**src/rtl/apm_pkg.sv**
```systemverilog
// Shared types, codes and constants of the audio peak meter.
// Depends on nothing; every other file imports it.
`timescale 1ns / 1ps

package apm_pkg;

    // level width default and fixed field widths
    localparam int LEVEL_BITS_DEF = 16;
    localparam int LEVEL_IN_BITS  = 18;
    localparam int OP_BITS        = 2;
    localparam int ZONE_BITS      = 2;
    localparam int THR_BITS       = 16;
    localparam int HOLD_BITS      = 8;
    localparam int CFG_IDX_BITS   = 3;
    localparam int CFG_DATA_BITS  = 16;

    // operation codes
    localparam logic [OP_BITS-1:0] OP_PEAK = 2'd0;
    localparam logic [OP_BITS-1:0] OP_RMS  = 2'd1;
    localparam logic [OP_BITS-1:0] OP_TICK = 2'd2;

    // zone codes
    localparam logic [ZONE_BITS-1:0] ZONE_GOOD    = 2'd0;
    localparam logic [ZONE_BITS-1:0] ZONE_WARNING = 2'd1;
    localparam logic [ZONE_BITS-1:0] ZONE_DANGER  = 2'd2;

    // register indexes
    localparam logic [CFG_IDX_BITS-1:0] REG_AUTO_DECAY = 3'd0;
    localparam logic [CFG_IDX_BITS-1:0] REG_DECAY_STEP = 3'd1;
    localparam logic [CFG_IDX_BITS-1:0] REG_HOLD_TICKS = 3'd2;
    localparam logic [CFG_IDX_BITS-1:0] REG_WARN_THR   = 3'd3;
    localparam logic [CFG_IDX_BITS-1:0] REG_DANGER_THR = 3'd4;

    // register reset values
    localparam logic                 RST_AUTO_DECAY = 1'b1;
    localparam logic [THR_BITS-1:0]  RST_DECAY_STEP = 16'd983;
    localparam logic [HOLD_BITS-1:0] RST_HOLD_TICKS = 8'd20;
    localparam logic [THR_BITS-1:0]  RST_WARN_THR   = 16'd32845;
    localparam logic [THR_BITS-1:0]  RST_DANGER_THR = 16'd46395;

    // configuration seen by the datapath
    typedef struct packed {
        logic                 auto_decay_enable;
        logic [THR_BITS-1:0]  decay_step;
        logic [HOLD_BITS-1:0] hold_ticks;
        logic [THR_BITS-1:0]  warning_threshold;
        logic [THR_BITS-1:0]  danger_threshold;
    } apm_cfg_t;

    // one item handed to the level update
    typedef struct packed {
        logic               fire;
        logic [OP_BITS-1:0] operation;
    } apm_ctrl_t;

endpackage

```
**src/rtl/apm_in_if.sv**
```systemverilog
// Input request channel of the audio peak meter: operation and raw level.
// Depends on apm_pkg.
`timescale 1ns / 1ps

interface apm_in_if
    import apm_pkg::*;
();
    logic                            valid;
    logic                            ready;
    logic [OP_BITS-1:0]              operation;
    logic signed [LEVEL_IN_BITS-1:0] level;

    modport source (output valid, output operation, output level, input ready);
    modport sink   (input valid, input operation, input level, output ready);
endinterface

```
**src/rtl/apm_out_if.sv**
```systemverilog
// Result channel of the audio peak meter: levels, hold and zones.
// Depends on apm_pkg.
`timescale 1ns / 1ps

interface apm_out_if
    import apm_pkg::*;
#(
    parameter int LEVEL_BITS = LEVEL_BITS_DEF
)();
    logic                  valid;
    logic                  ready;
    logic [LEVEL_BITS-1:0] peak_level;
    logic [LEVEL_BITS-1:0] rms_level;
    logic [LEVEL_BITS-1:0] held_peak;
    logic [ZONE_BITS-1:0]  peak_zone;
    logic [ZONE_BITS-1:0]  rms_zone;

    modport source (output valid, output peak_level, output rms_level, output held_peak,
                    output peak_zone, output rms_zone, input ready);
    modport sink   (input valid, input peak_level, input rms_level, input held_peak,
                    input peak_zone, input rms_zone, output ready);
endinterface

```
**src/rtl/apm_cfg_if.sv**
```systemverilog
// Configuration write channel of the audio peak meter: index and data.
// Depends on apm_pkg.
`timescale 1ns / 1ps

interface apm_cfg_if
    import apm_pkg::*;
();
    logic                     valid;
    logic                     ready;
    logic [CFG_IDX_BITS-1:0]  index;
    logic [CFG_DATA_BITS-1:0] data;

    modport source (output valid, output index, output data, input ready);
    modport sink   (input valid, input index, input data, output ready);
endinterface

```
**src/rtl/audio_peak_meter_with_hold.sv**
```systemverilog
// Audio level meter with peak hold: top level with input and result stages.
// Depends on apm_pkg, the apm_*_if interfaces, apm_cfg_regs, apm_level_update
// and apm_zone.
//
// Usage:
//   in_ch  carries requests: operation (peak sample, RMS sample, decay tick)
//          and a signed 18-bit level that is clamped to 0..full scale.
//   out_ch returns one result per request: peak, RMS and held peak levels
//          plus the peak and RMS zones (good, warning, danger).
//   cfg    writes the five setup registers by index; it is always ready.
//          Write it only while no request is in flight.
// An accepted request passes through the input register, then through the level
// update into the state registers, which are the result register. Throughput is
// one request per cycle while out_ch does not stall, with the shared
// peak/RMS/hold state updated once per request.
// When out_ch stalls, the result holds and the input register fills; in_ch
// ready drops only once both stages are occupied and resumes the cycle the
// result is taken. Reset clears all levels, the hold and its countdown, and
// loads the register defaults (decay on, step 983, hold 20 ticks, thresholds
// for -6 dB and -3 dB).
`timescale 1ns / 1ps

module audio_peak_meter_with_hold
    import apm_pkg::*;
#(
    parameter int LEVEL_BITS = LEVEL_BITS_DEF
)(
    input  logic       clk,
    input  logic       rst_n,
    apm_in_if.sink     in_ch,
    apm_out_if.source  out_ch,
    apm_cfg_if.sink    cfg
);

    localparam int CLW = (LEVEL_BITS > LEVEL_IN_BITS) ? LEVEL_BITS : LEVEL_IN_BITS;

    apm_cfg_t              cfg_cur;
    apm_ctrl_t             ctrl;
    logic                  s1_valid_reg;
    logic [OP_BITS-1:0]    s1_op_reg;
    logic [LEVEL_BITS-1:0] s1_lvl_reg;
    logic                  out_valid_reg, out_valid_next;
    logic                  s1_advance;
    logic                  in_accept;
    logic [CLW-1:0]        mag_ext, full_ext;
    logic [LEVEL_BITS-1:0] lvl_clamped;

    // configuration registers
    apm_cfg_regs u_cfg (
        .clk     (clk),
        .rst_n   (rst_n),
        .cfg     (cfg),
        .cfg_out (cfg_cur)
    );

    // handshake: result stage frees when empty or taken
    assign s1_advance  = !out_valid_reg || out_ch.ready;
    assign in_ch.ready = !s1_valid_reg || s1_advance;
    assign in_accept   = in_ch.valid && in_ch.ready;

    // clamp the raw level to 0..full scale
    always_comb
    begin
        mag_ext  = CLW'(in_ch.level[LEVEL_IN_BITS-2:0]);
        full_ext = CLW'({LEVEL_BITS{1'b1}});
        if (in_ch.level[LEVEL_IN_BITS-1])
        begin
            lvl_clamped = '0;
        end
        else if (mag_ext > full_ext)
        begin
            lvl_clamped = '1;
        end
        else
        begin
            lvl_clamped = LEVEL_BITS'(mag_ext);
        end
    end

    // input register
    always_ff @(posedge clk or negedge rst_n)
    begin
        if (!rst_n)
        begin
            s1_valid_reg <= 1'b0;
        end
        else if (in_ch.ready)
        begin
            s1_valid_reg <= in_ch.valid;
        end
    end

    always_ff @(posedge clk)
    begin
        if (in_accept)
        begin
            s1_op_reg  <= in_ch.operation;
            s1_lvl_reg <= lvl_clamped;
        end
    end

    // result valid
    always_comb
    begin
        out_valid_next = out_valid_reg;
        if (s1_advance)
        begin
            out_valid_next = s1_valid_reg;
        end
    end

    always_ff @(posedge clk or negedge rst_n)
    begin
        if (!rst_n)
        begin
            out_valid_reg <= 1'b0;
        end
        else
        begin
            out_valid_reg <= out_valid_next;
        end
    end

    // state update feeds the result registers
    assign ctrl.fire      = s1_valid_reg && s1_advance;
    assign ctrl.operation = s1_op_reg;

    apm_level_update #(
        .LEVEL_BITS (LEVEL_BITS)
    ) u_update (
        .clk        (clk),
        .rst_n      (rst_n),
        .ctrl       (ctrl),
        .level      (s1_lvl_reg),
        .cfg        (cfg_cur),
        .peak_level (out_ch.peak_level),
        .rms_level  (out_ch.rms_level),
        .held_peak  (out_ch.held_peak)
    );

    // zones of the reported levels
    apm_zone #(
        .LEVEL_BITS (LEVEL_BITS)
    ) u_peak_zone (
        .level             (out_ch.peak_level),
        .warning_threshold (cfg_cur.warning_threshold),
        .danger_threshold  (cfg_cur.danger_threshold),
        .zone              (out_ch.peak_zone)
    );

    apm_zone #(
        .LEVEL_BITS (LEVEL_BITS)
    ) u_rms_zone (
        .level             (out_ch.rms_level),
        .warning_threshold (cfg_cur.warning_threshold),
        .danger_threshold  (cfg_cur.danger_threshold),
        .zone              (out_ch.rms_zone)
    );

    assign out_ch.valid = out_valid_reg;

endmodule

```
**src/rtl/apm_cfg_regs.sv**
```systemverilog
// Configuration register file of the audio peak meter.
// Depends on apm_pkg and apm_cfg_if.
`timescale 1ns / 1ps

module apm_cfg_regs
    import apm_pkg::*;
(
    input  logic        clk,
    input  logic        rst_n,
    apm_cfg_if.sink     cfg,
    output apm_cfg_t    cfg_out
);

    apm_cfg_t cfg_reg;
    apm_cfg_t cfg_next;
    logic     wr_en;

    // writes are always taken
    assign cfg.ready = 1'b1;
    assign wr_en     = cfg.valid;

    // decode a write request
    always_comb
    begin
        cfg_next = cfg_reg;
        if (wr_en)
        begin
            case (cfg.index)
                REG_AUTO_DECAY: cfg_next.auto_decay_enable = cfg.data[0];
                REG_DECAY_STEP: cfg_next.decay_step        = cfg.data[THR_BITS-1:0];
                REG_HOLD_TICKS: cfg_next.hold_ticks        = cfg.data[HOLD_BITS-1:0];
                REG_WARN_THR:   cfg_next.warning_threshold = cfg.data[THR_BITS-1:0];
                REG_DANGER_THR: cfg_next.danger_threshold  = cfg.data[THR_BITS-1:0];
                default:        cfg_next = cfg_reg;
            endcase
        end
    end

    always_ff @(posedge clk or negedge rst_n)
    begin
        if (!rst_n)
        begin
            cfg_reg.auto_decay_enable <= RST_AUTO_DECAY;
            cfg_reg.decay_step        <= RST_DECAY_STEP;
            cfg_reg.hold_ticks        <= RST_HOLD_TICKS;
            cfg_reg.warning_threshold <= RST_WARN_THR;
            cfg_reg.danger_threshold  <= RST_DANGER_THR;
        end
        else
        begin
            cfg_reg <= cfg_next;
        end
    end

    assign cfg_out = cfg_reg;

endmodule

```
**src/rtl/apm_level_update.sv**
```systemverilog
// Peak, RMS and hold state of the meter with the per-item update logic.
// Depends on apm_pkg.
`timescale 1ns / 1ps

module apm_level_update
    import apm_pkg::*;
#(
    parameter int LEVEL_BITS = LEVEL_BITS_DEF
)(
    input  logic                  clk,
    input  logic                  rst_n,
    input  apm_ctrl_t             ctrl,
    input  logic [LEVEL_BITS-1:0] level,
    input  apm_cfg_t              cfg,
    output logic [LEVEL_BITS-1:0] peak_level,
    output logic [LEVEL_BITS-1:0] rms_level,
    output logic [LEVEL_BITS-1:0] held_peak
);

    localparam int CW = (LEVEL_BITS > THR_BITS) ? LEVEL_BITS : THR_BITS;

    logic [LEVEL_BITS-1:0] peak_reg,  peak_next;
    logic [LEVEL_BITS-1:0] rms_reg,   rms_next;
    logic [LEVEL_BITS-1:0] hold_reg,  hold_next;
    logic [HOLD_BITS-1:0]  count_reg, count_next;
    logic [CW-1:0]         peak_ext, rms_ext, step_ext;
    logic [LEVEL_BITS-1:0] peak_dec, rms_dec;

    // saturating decay by one step
    always_comb
    begin
        peak_ext = CW'(peak_reg);
        rms_ext  = CW'(rms_reg);
        step_ext = CW'(cfg.decay_step);
        peak_dec = (peak_ext > step_ext) ? LEVEL_BITS'(peak_ext - step_ext) : '0;
        rms_dec  = (rms_ext > step_ext) ? LEVEL_BITS'(rms_ext - step_ext) : '0;
    end

    // next state for one item
    always_comb
    begin
        peak_next  = peak_reg;
        rms_next   = rms_reg;
        hold_next  = hold_reg;
        count_next = count_reg;
        if (ctrl.fire)
        begin
            case (ctrl.operation)
                OP_PEAK:
                begin
                    peak_next = level;
                    if (level > hold_reg)
                    begin
                        hold_next  = level;
                        count_next = cfg.hold_ticks;
                    end
                end
                OP_RMS:
                begin
                    rms_next = level;
                end
                OP_TICK:
                begin
                    if (cfg.auto_decay_enable)
                    begin
                        peak_next = peak_dec;
                        rms_next  = rms_dec;
                        if (count_reg != '0)
                        begin
                            count_next = count_reg - HOLD_BITS'(1);
                            if (count_reg == HOLD_BITS'(1))
                            begin
                                hold_next = '0;
                            end
                        end
                    end
                end
                default:
                begin
                    peak_next = peak_reg;
                end
            endcase
        end
    end

    always_ff @(posedge clk or negedge rst_n)
    begin
        if (!rst_n)
        begin
            peak_reg  <= '0;
            rms_reg   <= '0;
            hold_reg  <= '0;
            count_reg <= '0;
        end
        else
        begin
            peak_reg  <= peak_next;
            rms_reg   <= rms_next;
            hold_reg  <= hold_next;
            count_reg <= count_next;
        end
    end

    assign peak_level = peak_reg;
    assign rms_level  = rms_reg;
    assign held_peak  = hold_reg;

endmodule

```
**src/rtl/apm_zone.sv**
```systemverilog
// Zone classifier: good, warning or danger against two thresholds.
// Depends on apm_pkg.
`timescale 1ns / 1ps

module apm_zone
    import apm_pkg::*;
#(
    parameter int LEVEL_BITS = LEVEL_BITS_DEF
)(
    input  logic [LEVEL_BITS-1:0] level,
    input  logic [THR_BITS-1:0]   warning_threshold,
    input  logic [THR_BITS-1:0]   danger_threshold,
    output logic [ZONE_BITS-1:0]  zone
);

    localparam int CW = (LEVEL_BITS > THR_BITS) ? LEVEL_BITS : THR_BITS;

    logic [CW-1:0] lvl_ext, warn_ext, danger_ext;

    // danger test takes priority
    always_comb
    begin
        lvl_ext    = CW'(level);
        warn_ext   = CW'(warning_threshold);
        danger_ext = CW'(danger_threshold);
        if (lvl_ext >= danger_ext)
        begin
            zone = ZONE_DANGER;
        end
        else if (lvl_ext >= warn_ext)
        begin
            zone = ZONE_WARNING;
        end
        else
        begin
            zone = ZONE_GOOD;
        end
    end

endmodule

```
**src/flat_wrapper.sv**
```systemverilog
// flat-port wrapper written by rule: the top's interface ports become plain ports
module audio_peak_meter_with_hold_flat import apm_pkg::*;
#(
    parameter int LEVEL_BITS = LEVEL_BITS_DEF
)
  (clk, rst_n, in_ch_valid, in_ch_operation, in_ch_level, in_ch_ready, out_ch_valid, out_ch_peak_level, out_ch_rms_level, out_ch_held_peak, out_ch_peak_zone, out_ch_rms_zone, out_ch_ready, cfg_valid, cfg_index, cfg_data, cfg_ready);
  apm_in_if in_ch_i ();
  apm_out_if #(.LEVEL_BITS(LEVEL_BITS)) out_ch_i ();
  apm_cfg_if cfg_i ();
  input  logic clk;
  input  logic rst_n;
  input wire logic [$bits(in_ch_i.valid)-1:0] in_ch_valid;
  input wire logic [$bits(in_ch_i.operation)-1:0] in_ch_operation;
  input wire logic [$bits(in_ch_i.level)-1:0] in_ch_level;
  output wire logic [$bits(in_ch_i.ready)-1:0] in_ch_ready;
  output wire logic [$bits(out_ch_i.valid)-1:0] out_ch_valid;
  output wire logic [$bits(out_ch_i.peak_level)-1:0] out_ch_peak_level;
  output wire logic [$bits(out_ch_i.rms_level)-1:0] out_ch_rms_level;
  output wire logic [$bits(out_ch_i.held_peak)-1:0] out_ch_held_peak;
  output wire logic [$bits(out_ch_i.peak_zone)-1:0] out_ch_peak_zone;
  output wire logic [$bits(out_ch_i.rms_zone)-1:0] out_ch_rms_zone;
  input wire logic [$bits(out_ch_i.ready)-1:0] out_ch_ready;
  input wire logic [$bits(cfg_i.valid)-1:0] cfg_valid;
  input wire logic [$bits(cfg_i.index)-1:0] cfg_index;
  input wire logic [$bits(cfg_i.data)-1:0] cfg_data;
  output wire logic [$bits(cfg_i.ready)-1:0] cfg_ready;
  assign in_ch_i.valid = in_ch_valid;
  assign in_ch_i.operation = in_ch_operation;
  assign in_ch_i.level = in_ch_level;
  assign in_ch_ready = in_ch_i.ready;
  assign out_ch_valid = out_ch_i.valid;
  assign out_ch_peak_level = out_ch_i.peak_level;
  assign out_ch_rms_level = out_ch_i.rms_level;
  assign out_ch_held_peak = out_ch_i.held_peak;
  assign out_ch_peak_zone = out_ch_i.peak_zone;
  assign out_ch_rms_zone = out_ch_i.rms_zone;
  assign out_ch_i.ready = out_ch_ready;
  assign cfg_i.valid = cfg_valid;
  assign cfg_i.index = cfg_index;
  assign cfg_i.data = cfg_data;
  assign cfg_ready = cfg_i.ready;
  audio_peak_meter_with_hold #(.LEVEL_BITS(LEVEL_BITS)) u_core (.clk(clk), .rst_n(rst_n), .in_ch(in_ch_i), .out_ch(out_ch_i), .cfg(cfg_i));
endmodule
```
**config.mk**
```make
export PLATFORM = sky130hd
export DESIGN_NAME = audio_peak_meter_with_hold_flat
export DESIGN_NICKNAME = d
export VERILOG_FILES = /design/src/rtl/apm_pkg.sv /design/src/rtl/apm_in_if.sv /design/src/rtl/apm_out_if.sv /design/src/rtl/apm_cfg_if.sv /design/src/rtl/audio_peak_meter_with_hold.sv /design/src/rtl/apm_cfg_regs.sv /design/src/rtl/apm_level_update.sv /design/src/rtl/apm_zone.sv /design/src/flat_wrapper.sv
export SDC_FILE = /design/constraint.sdc
export NUM_CORES = 1
export LEC_CHECK = 0
export BUFFER_PORTS_ARGS = -buffer_cell sky130_fd_sc_hd__buf_4
export CORE_MARGIN = 5
export CORE_UTILIZATION = 54
export CTS_CLUSTER_DIAMETER = 100
export DETAILED_ROUTE_END_ITERATION = 7
export GPL_ROUTABILITY_DRIVEN = 0
export PLACE_DENSITY = 0.74
export SETUP_SLACK_MARGIN = 0.4
export SYNTH_ARGS = -nofsm -noshare
export SYNTH_HDL_FRONTEND = slang
export SYNTH_HIERARCHICAL = 1
export SYNTH_SLANG_ARGS = --single-unit
```
**constraint.sdc**
```tcl
create_clock -name clk -period 4.76 [get_ports clk]
set_clock_uncertainty 0.1 [all_clocks]
set_input_delay 1.428 -clock clk [delete_from_list [all_inputs] [get_ports clk]]
set_output_delay 1.428 -clock clk [all_outputs]
set_load 0.005 [all_outputs]
```
==> qor.csv, run 1 <==
metric,value,unit
synthSimpleGateAreaFrac,0.143,
p_int,3.63,mW
crit_type,flip-flop to primary output,
avgRoutedWirePerCell,18.4,microns
p_leak,4.91,nW
path_common_cell,nand2_1,
largest_register_ffs,57,
r2r_cells,9,
num_vias,7577,
busiest_layer,met2,
finalHoldViolCount,0,
postCtsHoldBufs,0,
start_util,0.547,
start_kind,flip-flop,
cts_setup_buffers,0,
final_common_cell,ha_1,
cp_cell_sequence,ha_1 > nand2_1 > nor2_1 > nand2_1 > o41a_1 > a31oi_1 > buf_4,
synth_cell_types,77,
drt_drc_violations_left,0,
min_path_type,flip-flop to flip-flop,
dp_cells,1269,
grt_pass1_vias,7333,
timing.rr.start,u_core/u_cfg/cfg_out[47],
slew_headroom,0.253,
whs_path_depth,1,
r2r-end,u_core/u_update/rms_level[15],
die_y,142,microns
max-cap-violations,0,
clk_latency,430,ps
syn_area_per_cell,9.64,sq um
layout-drive-gt1-share,0.247,
synth_edf_count,18,
slowest_stage,dfrtp_1,
hp-start,u_core/u_cfg/cfg_out[38],
ys_seq_area_frac,0.367,
synth.mux.area_fraction,0.0738,
crit_fanout,5,
synth_nets,1134,
cts-root-buf,clkbuf_16,
syn2layout_area_growth,14.5,%
gr-usage-met1,0.332,
syn_inst,974,
wirelength,24.0,mm
die_x,142,microns
core_area,0.0172,sq mm
cp.required,3230,ps
clkSlewWorstSetupHoldPaths,60,ps
cts_tree,yes,
synth-warning-count,6,
synth_area,0.00939,sq mm
ctsHtreeMaxLevel,4,
worst_setup_path_end_kind,primary output,
path_delay_family,compound AO/OA/AOI/OAI gates,
status,"complete, no violations",
synth.top_cells.by_area,"dfrtp_1 24%, ha_1 15%, dfstp_2 7.3%",
synthXorXnorAreaFrac,0.0224,
ctsResizeCount,0,
synthAdderAreaFrac,0.156,
clock-sinks,133,
antenna_found_initial,0,
min_to,u_core/u_cfg/cfg_out[38],
grt_overflow_total,0,
grt_max_degree,57,
ys.flop_type,dfrtp_1,
clock_path_buffers,2,
drt_iter0_drc,611,
power_switching,2.61,mW
cp.buffers_inverters,1,
die-area,0.0201,sq mm
use_met3,0.0445,
io_pins,99,
std_cell_rows,48,
grt_pass1_wl,38.6,mm
ir_drop,0.362,mV
postSynth.asyncResetShare,0.865,
swShare,0.418,
grt_usage,0.245,
n_antenna_cell,0,
slowest_delay,460,ps
synth_compound_area_frac,0.171,
power_density,581,mW/mm^2
ant_nets,0,
dpl_worst_slack,1110,ps
tns,0,ps
synth_top_family_by_area,compound AO/OA/AOI/OAI gates,
seqPwrFrac,0.307,
finalSetupViolCount,0,
met2_usage,0.403,
ys_ff_latch,133,
clkPwrFrac,0.197,
crit_arrival,2380,ps
final_cell_mix,"114 x ha_1, 102 x buf_4, 102 x inv_1",
detail_route.vias_per_cell,5.82,
tightest_slew,1120,ps
r2r_slack,1320,ps
synth_top_cell_area_share,0.237,
cts_inserted_buffers,17,
nNetsFinal,1223,
max_freq,256,MHz
finalCritPeriodShare,0.822,
rsz0062_at_grt,no,
io_buffers,97,
drv_slew,0,
p_comb_frac,0.497,
dr.pass1.iters,6,
final_cells,1301,
fin_ws,849,ps
yosysTopAreaCell,dfrtp_1,
fin_crit,3910,ps
hpwlAfterDp,18.7,mm
timing.hold.ws,413,ps
==> metrics by stage <==
step	utilization	total power, mW	instance area (sq um)
4_1_cts	0.626	6.23	10800
3_3_place_gp	0.594	4.88	10200
5_1_grt	0.626	6.73	10800
2_1_floorplan	-	3.95	9390
3_5_place_dp	0.594	4.96	10200
6_report	0.626	6.25	10800
==> cells by family after synthesis <==
group                      count (synthesis)
other                                      1
adders and majority gates                116
muxes                                     58
xor gates and xnor gates                  24
AOI/OAI and AO/OA                        243
DFF                                      133
buffers and inverters                    134
and+or+nand+nor                          265
==> cells in the mapped netlist, types with 5 or more instances <==
cell type  instances
ha_1             114
nor2_2            19
dfrtp_1           89
a21oi_1           72
a31oi_1           19
nand4_1           12
dfstp_2           26
o211ai_1           6
o21a_1             9
buf_2              5
o2bb2ai_1          8
nand2_1           84
a211oi_1           6
nor2_1            74
xnor2_1           16
buf_6              8
nor2b_1           10
a21o_1             6
edfxtp_1          18
nand3_1           13
xor2_1             8
mux2_2            46
a21boi_0          12
inv_1            102
o21ai_0           58
nand2b_1           8
nor3_1            12
buf_4              5
o2bb2ai_2          8
mux2_4            11
clkbuf_1          11
==> how the worst max path moves through the flow <==
stage / cells past startpoint / start / to / slack, ps
final: 7 / u_core/u_update/peak_level[11] / out_ch_peak_zone[0] / 850
after CTS: 6 / u_core/u_cfg/cfg_out[16] / out_ch_rms_zone[0] / 850
after floorplan: 7 / u_core/u_cfg/cfg_out[8] / out_ch_peak_zone[0] / 1580
after detailed placement: 8 / out_ch_ready / u_core/u_update/count_reg[5] / 1110
after global placement: 8 / out_ch_ready / u_core/u_update/count_reg[2] / 1210
after global routing: 7 / u_core/u_update/rms_level[0] / out_ch_rms_zone[0] / 700
==> per-layer routing <==
layer	wire (microns)	share of wire	vias up
met3	1460	0.061	29
met1	10800	0.45	3662
met4	389	0.016	0
met2	11400	0.47	245
li1	-	-	3641
met5	0	0	-
==> power groups by stage <==
stage               Clock (mW)  Sequential (mW)  Combinational, mW
detailed placement           0             1.92               3.05
floorplan                    0             1.78               2.17
global route              1.31             1.97               3.45
CTS                       1.25             1.91               3.07
finish                    1.23             1.92               3.10
global placement             0             1.91               2.97
==> worst register-to-register path, cell delays in order, from the launching register on <==
cell      delay, ps
dfstp_2         520
inv_1            60
ha_1            420
nand4_1         170
nor3_2          260
a221o_2         220
a21oi_2          60
a311oi_2        920
o211ai_1        340
a41oi_1         290
==> layout make-up <==
type                    count  area [sq um]
flip-flops and latches    133          3450
repair buffers            102           766
well taps                 225           282
clock buffers              19           453
clock inverters            13           103
multi-input cells         707          5320
fillers                  1464          6420
inverters                 102           383
Note: power is estimated with default switching activity, not from simulation.
==> run 2, diff against run 1 <==
==> constraint.sdc (replaced) <==
create_clock -name clk -period 3.7 [get_ports clk]
set_clock_uncertainty 0.1 [all_clocks]
set_input_delay 1.11 -clock clk [delete_from_list [all_inputs] [get_ports clk]]
set_output_delay 1.11 -clock clk [all_outputs]
set_load 0.005 [all_outputs]
==> run 2 against run 1 <==
Against the previous run:
- power rose by 39%
- clock power grew 50%
- global-route usage is 0.79 points higher
- non-clock buffer count rose by 14
- largest cell class unchanged
==> qor.csv, run 2 (synthesized netlist as in run 1, its figures left out) <==
metric,value,unit,change
tns,0,ps,unchanged
ctsHtreeMaxLevel,4,,unchanged
grt_pass1_wl,40.1,mm,+3.8%
drv_slew,0,,unchanged
grt_pass1_vias,7775,,+6.0%
start_util,0.547,,unchanged
p_leak,5.03,nW,+2.5%
die_y,142,microns,unchanged
n_antenna_cell,0,,unchanged
avgRoutedWirePerCell,19.2,microns,+4.1%
tightest_slew,806,ps,-315 ps
die_x,142,microns,unchanged
nNetsFinal,1237,,+1.1%
cts_tree,yes,,
antenna_found_initial,0,,unchanged
fillers,1411,,-3.6%
dr.pass1.iters,7,,+1
cp_cell_sequence,ha_1 > nand2b_1 > a2111oi_2 > o41a_1 > a31oi_1 > buf_4,,
die-area,0.0201,sq mm,unchanged
layout-drive-gt1-share,0.295,,+0.0482
finalHoldViolCount,0,,unchanged
power_density,774,mW/mm^2,+33%
finalSetupViolCount,0,,unchanged
clock-sinks,133,,unchanged
slowest_stage,dfstp_2,,
dpl_cell_area,0.0103,sq mm,+0.56%
ir_drop,0.395,mV,+9.3%
slowest_delay,540,ps,+80 ps
fin_crit,3510,ps,
dpl_worst_slack,450,ps,-663 ps
drt_drc_violations_left,0,,unchanged
max_freq,285,MHz,
detail_route.vias_per_cell,5.92,,+1.7%
io_buffers,97,,unchanged
core_area,0.0172,sq mm,unchanged
largest_register_ffs,57,,unchanged
num_vias,7789,,+2.8%
worst_setup_path_end_kind,primary output,,
total_power,8.67,mW,+39%
max-cap-violations,0,,unchanged
path_delay_family,compound AO/OA/AOI/OAI gates,,
cp.buffers_inverters,1,,unchanged
std_cell_rows,48,,unchanged
clkSlewWorstSetupHoldPaths,60,ps,about the same
hpwlAfterDp,18.9,mm,+1.2%
cts-root-buf,clkbuf_16,,
design_area,0.0112,sq mm,+4.2%
crit_fanout,3,,-2
clk_latency,420,ps,about the same
crit_type,flip-flop to primary output,,
crit_arrival,2300,ps,-80 ps
start_kind,flip-flop,,
fin_ws,193,ps,-656 ps
grt_usage,0.253,,+0.00795
postCtsHoldBufs,0,,unchanged
wirelength,25.3,mm,+5.3%
drt_iter0_drc,529,,-13%
ant_nets,0,,unchanged
grt_overflow_total,0,,unchanged
rsz0062_at_grt,yes,,
grt_max_degree,53,,-7.0%
status,"complete, no violations",,
slew_headroom,0.461,,+0.208
syn2layout_area_growth,19.3,%,
clock_path_buffers,2,,unchanged
cts_inserted_buffers,17,,unchanged
finalCritPeriodShare,0.948,,
io_pins,99,,unchanged
final_common_cell,buf_4,,
final_cell_mix,"115 x buf_4, 103 x ha_1, 95 x inv_1",,
min_path_type,flip-flop to flip-flop,,
cp.required,2490,ps,-740 ps
[run 2: changes by cell type in the layout (fill, tap and decap cells not counted), moves of 7 or more]
cell / previous run / this run
ha_1: 114 / 103
dfrtp_1: 89 / 78
inv_1: 102 / 95
inv_2: 0 / 7
buf_4: 102 / 115
dfrtp_2: 0 / 11
ha_4: 0 / 11
[run 2: cell type report]
cell class / instances / area [sq um] / area share
clock inverter: 14 / 200 / 0.0179
timing repair buffer: 116 / 883 / 0.0788
tap: 225 / 282 / 0.0251
inverter: 102 / 383 / 0.0342
multi-input combinational: 707 / 5560 / 0.496
clock buffer: 18 / 439 / 0.0392
sequential: 133 / 3460 / 0.309
[run 2: path summary, 6_finish.rpt]
kind,from,end,cells past startpoint,slack (ps)
worst max-delay path,u_core/u_cfg/cfg_out[16],out_ch_rms_zone[0],6,190
worst min-delay path,u_core/u_update/count_reg[3],u_core/u_update/count_reg[3],2,410
worst max register to register,u_core/u_cfg/cfg_out[40],u_core/u_update/rms_level[15],11,580
worst min register to register,u_core/u_update/count_reg[3],u_core/u_update/count_reg[3],2,410
max in group asynchronous,rst_n,u_core/u_cfg/cfg_out[3],2,2140
min in group asynchronous,rst_n,u_core/u_cfg/cfg_out[26],1,590
[run 2: repair_timing]
item | in CTS | in global routing
setup endpoints to repair | 4 | 13
buffers inserted | 3 | 5
pin swaps | 19 | 4
resized for setup | 48 | 8
[run 2: routing by layer]
metal / vias to the layer above / share of wire / track usage / wire (microns)
met5: - / 0 / 0 / 0
met4: 0 / 0.027 / 0.0879 / 690
met3: 47 / 0.055 / 0.0465 / 1380
met2: 263 / 0.47 / 0.415 / 11900
met1: 3810 / 0.45 / 0.337 / 11300
li1: 3669 / - / - / -
[run 2: worst register-to-register path, stage by stage, from the launching register on]
cell and delay (ps):
dfstp_2 540, ha_1 160, inv_1 50, fa_1 400
a211oi_1 370, nor2_1 160, a221o_2 440, a21oi_2 150
a311oi_2 60, buf_4 210, o211ai_1 160, a41oi_1 150
[run 2: through the flow]
stage	cells	utilization	hold slack, ps
floorplan	974	-	361
global placement	1275	0.597	387
detailed placement	1275	0.597	399
CTS	1310	0.648	411
global route	1315	0.652	431
finish	1315	0.652	406
[run 2: report_power, final]
group | switching, mW | leakage [nW] | internal, mW
Clock | 0.696 | 0.304 | 1.15
Sequential | 0.554 | 1.51 | 1.94
Combinational | 2.31 | 3.21 | 2.02
Total | 3.55 | 5.03 | 5.12
==> run 3, diff against run 2 <==
--- a/config.mk
+++ b/config.mk
@@ -5,9 +5,10 @@
 export SDC_FILE = /design/constraint.sdc
 export NUM_CORES = 1
 export LEC_CHECK = 0
-export BUFFER_PORTS_ARGS = -buffer_cell sky130_fd_sc_hd__buf_4
-export CORE_MARGIN = 5
+export BUFFER_PORTS_ARGS = -buffer_cell sky130_fd_sc_hd__buf_2
+export CORE_MARGIN = 3
 export CORE_UTILIZATION = 54
+export CTS_BUF_LIST = sky130_fd_sc_hd__clkbuf_8
 export CTS_CLUSTER_DIAMETER = 100
 export DETAILED_ROUTE_END_ITERATION = 7
 export GPL_ROUTABILITY_DRIVEN = 0
==> run 3 against run 2 <==
Against the previous run:
- routed wire length down 1.6%
- final area is 4.1% lower
- sequential cell count is the same
- sequential share of layout area grew 1.3 points
- first-iteration DRC count increased by 16%
- cell count down 0.38%
- die area down 5.6%
- core utilization fell by 1.3 points
- combinational power decreased by 3%
- largest cell class unchanged
- largest power group unchanged
==> qor.csv, run 3 (synthesized netlist as in run 1, its figures left out) <==
metric,value,unit,change
crit_arrival,2320,ps,+20 ps
n_antenna_cell,0,,unchanged
io_pins,99,,unchanged
p_leak,4.85,nW,-3.5%
timing.hold.ws,415,ps,+9.42 ps
r2r-end,u_core/u_update/peak_level[13],,
dr.pass1.iters,7,,unchanged
start_kind,flip-flop,,
cts_inserted_buffers,17,,unchanged
dp_cells,1267,,-0.63%
die_y,138,microns,-2.8%
detail_route.vias_per_cell,5.93,,about the same
status,"complete, no violations",,
dpl_cell_area,0.00999,sq mm,-2.6%
grt_pass1_vias,7444,,-4.3%
whs_path_depth,1,,-1
clkSlewWorstSetupHoldPaths,80,ps,+20 ps
timing.rr.start,u_core/u_update/peak_level[0],,
die-area,0.0190,sq mm,-5.6%
io_buffers,97,,unchanged
start_util,0.558,,+0.0116
syn2layout_area_growth,14.4,%,
std_cell_rows,47,,-2.1%
wirelength_met1,11.0,mm,-2.8%
drt_iter0_drc,615,,+16%
r2r_slack,560,ps,-20 ps
final_common_cell,ha_1,,
final_cell_mix,"101 x ha_1, 96 x buf_2, 93 x inv_1",,
largest_register_ffs,57,,unchanged
design_area,0.0107,sq mm,-4.1%
num_vias,7762,,-0.35%
fin_crit,3530,ps,+23.4 ps
die_x,138,microns,-2.8%
utilization,0.639,,-0.0134
slowest_delay,450,ps,-90 ps
layout-drive-gt1-share,0.303,,+0.00734
finalCritPeriodShare,0.954,,+0.00632
min_path_type,flip-flop to flip-flop,,
crit_fanout,5,,+2
ctsHtreeMaxLevel,4,,unchanged
power_density,736,mW/mm^2,-4.8%
cp.required,2490,ps,about the same
cts-root-buf,clkbuf_8,,
core_area,0.0168,sq mm,-2.1%
drt_drc_violations_left,0,,unchanged
worst_setup_path_end_kind,primary output,,
r2r_cells,11,,unchanged
clock_path_buffers,2,,unchanged
hp-start,u_core/u_cfg/cfg_out[50],,
p_comb_frac,0.528,,+0.029
rsz0062_at_grt,yes,,
nNetsFinal,1237,,unchanged
wl_met2,11.7,mm,-2.0%
tns,0,ps,unchanged
crit_type,flip-flop to primary output,,
grt_usage,0.266,,+0.0134
avgRoutedWirePerCell,19.0,microns,-1.2%
tightest_slew,777,ps,-29.8 ps
ir_drop,0.364,mV,-7.9%
cp_cell_sequence,ha_1 > a21oi_1 > nand2_1 > a221oi_2 > o21ai_1 > a31oi_1 > buf_2,,
wirelength,24.9,mm,-1.6%
swShare,0.439,,+0.0286
ant_nets,0,,unchanged
clock-sinks,133,,unchanged
hpwlAfterDp,18.5,mm,-2.3%
path_delay_family,compound AO/OA/AOI/OAI gates,,
dpl_worst_slack,444,ps,-5.95 ps
seqPwrFrac,0.314,,+0.026
p_int,4.44,mW,-13%
wl_met3,1.71,mm,+24%
grt_overflow_total,0,,unchanged
grt_max_degree,77,,+45%
clk_latency,470,ps,+50 ps
top_layer,met4,,
finalHoldViolCount,0,,unchanged
grt_pass1_wl,38.6,mm,-3.7%
antenna_found_initial,0,,unchanged
slowest_stage,dfrtp_1,,
final_cells,1310,,-0.38%
max_freq,283,MHz,-0.66%
power_switching,3.47,mW,-2.4%
fin_ws,170,ps,-23.4 ps
cts_tree,yes,,
drv_slew,0,,unchanged
cp.buffers_inverters,1,,unchanged
total_power,7.91,mW,-8.7%
clkPwrFrac,0.159,,-0.054
slew_headroom,0.482,,+0.0212
min_to,u_core/u_cfg/cfg_out[50],,
max-cap-violations,0,,unchanged
finalSetupViolCount,0,,unchanged
run 3: worst reg2reg max path, stage by stage (launching register included):
cell	delay, ps
dfrtp_1	380
buf_4	150
inv_1	50
ha_1	160
inv_1	50
fa_1	400
a211oi_1	440
nor2_1	150
a221oi_1	500
o21ai_2	340
o2111ai_1	210
a31oi_1	100
run 3: layout make-up:
cell class                      instances  area (sq um)
Clock buffer                           18           248
Timing Repair Buffer                  116           643
Tap cell                              220           275
Inverter                              102           383
Sequential cell                       133          3470
Multi-Input combinational cell        707          5580
Fill cell                            1377          6070
Clock inverter                         14           148
run 3: layer usage:
metal,global-route usage,up-vias
li1,-,3673
met1,0.353,3730
met2,0.436,312
met3,0.0584,47
met4,0.0862,0
met5,0,-
run 3: worst max path at each step:
stage,slack [ps],to,startpoint,cells after the start
final,170,out_ch_rms_zone[0],u_core/u_update/rms_level[14],7
after detailed placement,440,u_core/u_update/peak_level[13],u_core/u_cfg/cfg_out[40],9
after floorplan,840,out_ch_peak_zone[0],u_core/u_cfg/cfg_out[8],7
after global routing,30,out_ch_rms_zone[0],u_core/u_update/rms_level[14],7
after global placement,470,u_core/u_update/peak_level[13],u_core/u_cfg/cfg_out[40],9
after CTS,210,out_ch_peak_zone[0],u_core/u_cfg/cfg_out[10],8
run 3: what timing repair did:
action,in CTS,in global routing
buffers inserted,5,6
hold buffers,0,0
pin swaps,19,8
gates resized for setup,51,13
setup endpoints to repair,4,30
run 3: power groups by stage:
stage / Combinational [mW] / Clock (mW) / Sequential (mW)
floorplan: 2.79 / 0 / 2.29
global placement: 3.67 / 0 / 2.46
detailed placement: 3.76 / 0 / 2.47
CTS: 3.98 / 1.28 / 2.46
global route: 4.65 / 1.34 / 2.54
finish: 4.18 / 1.25 / 2.48
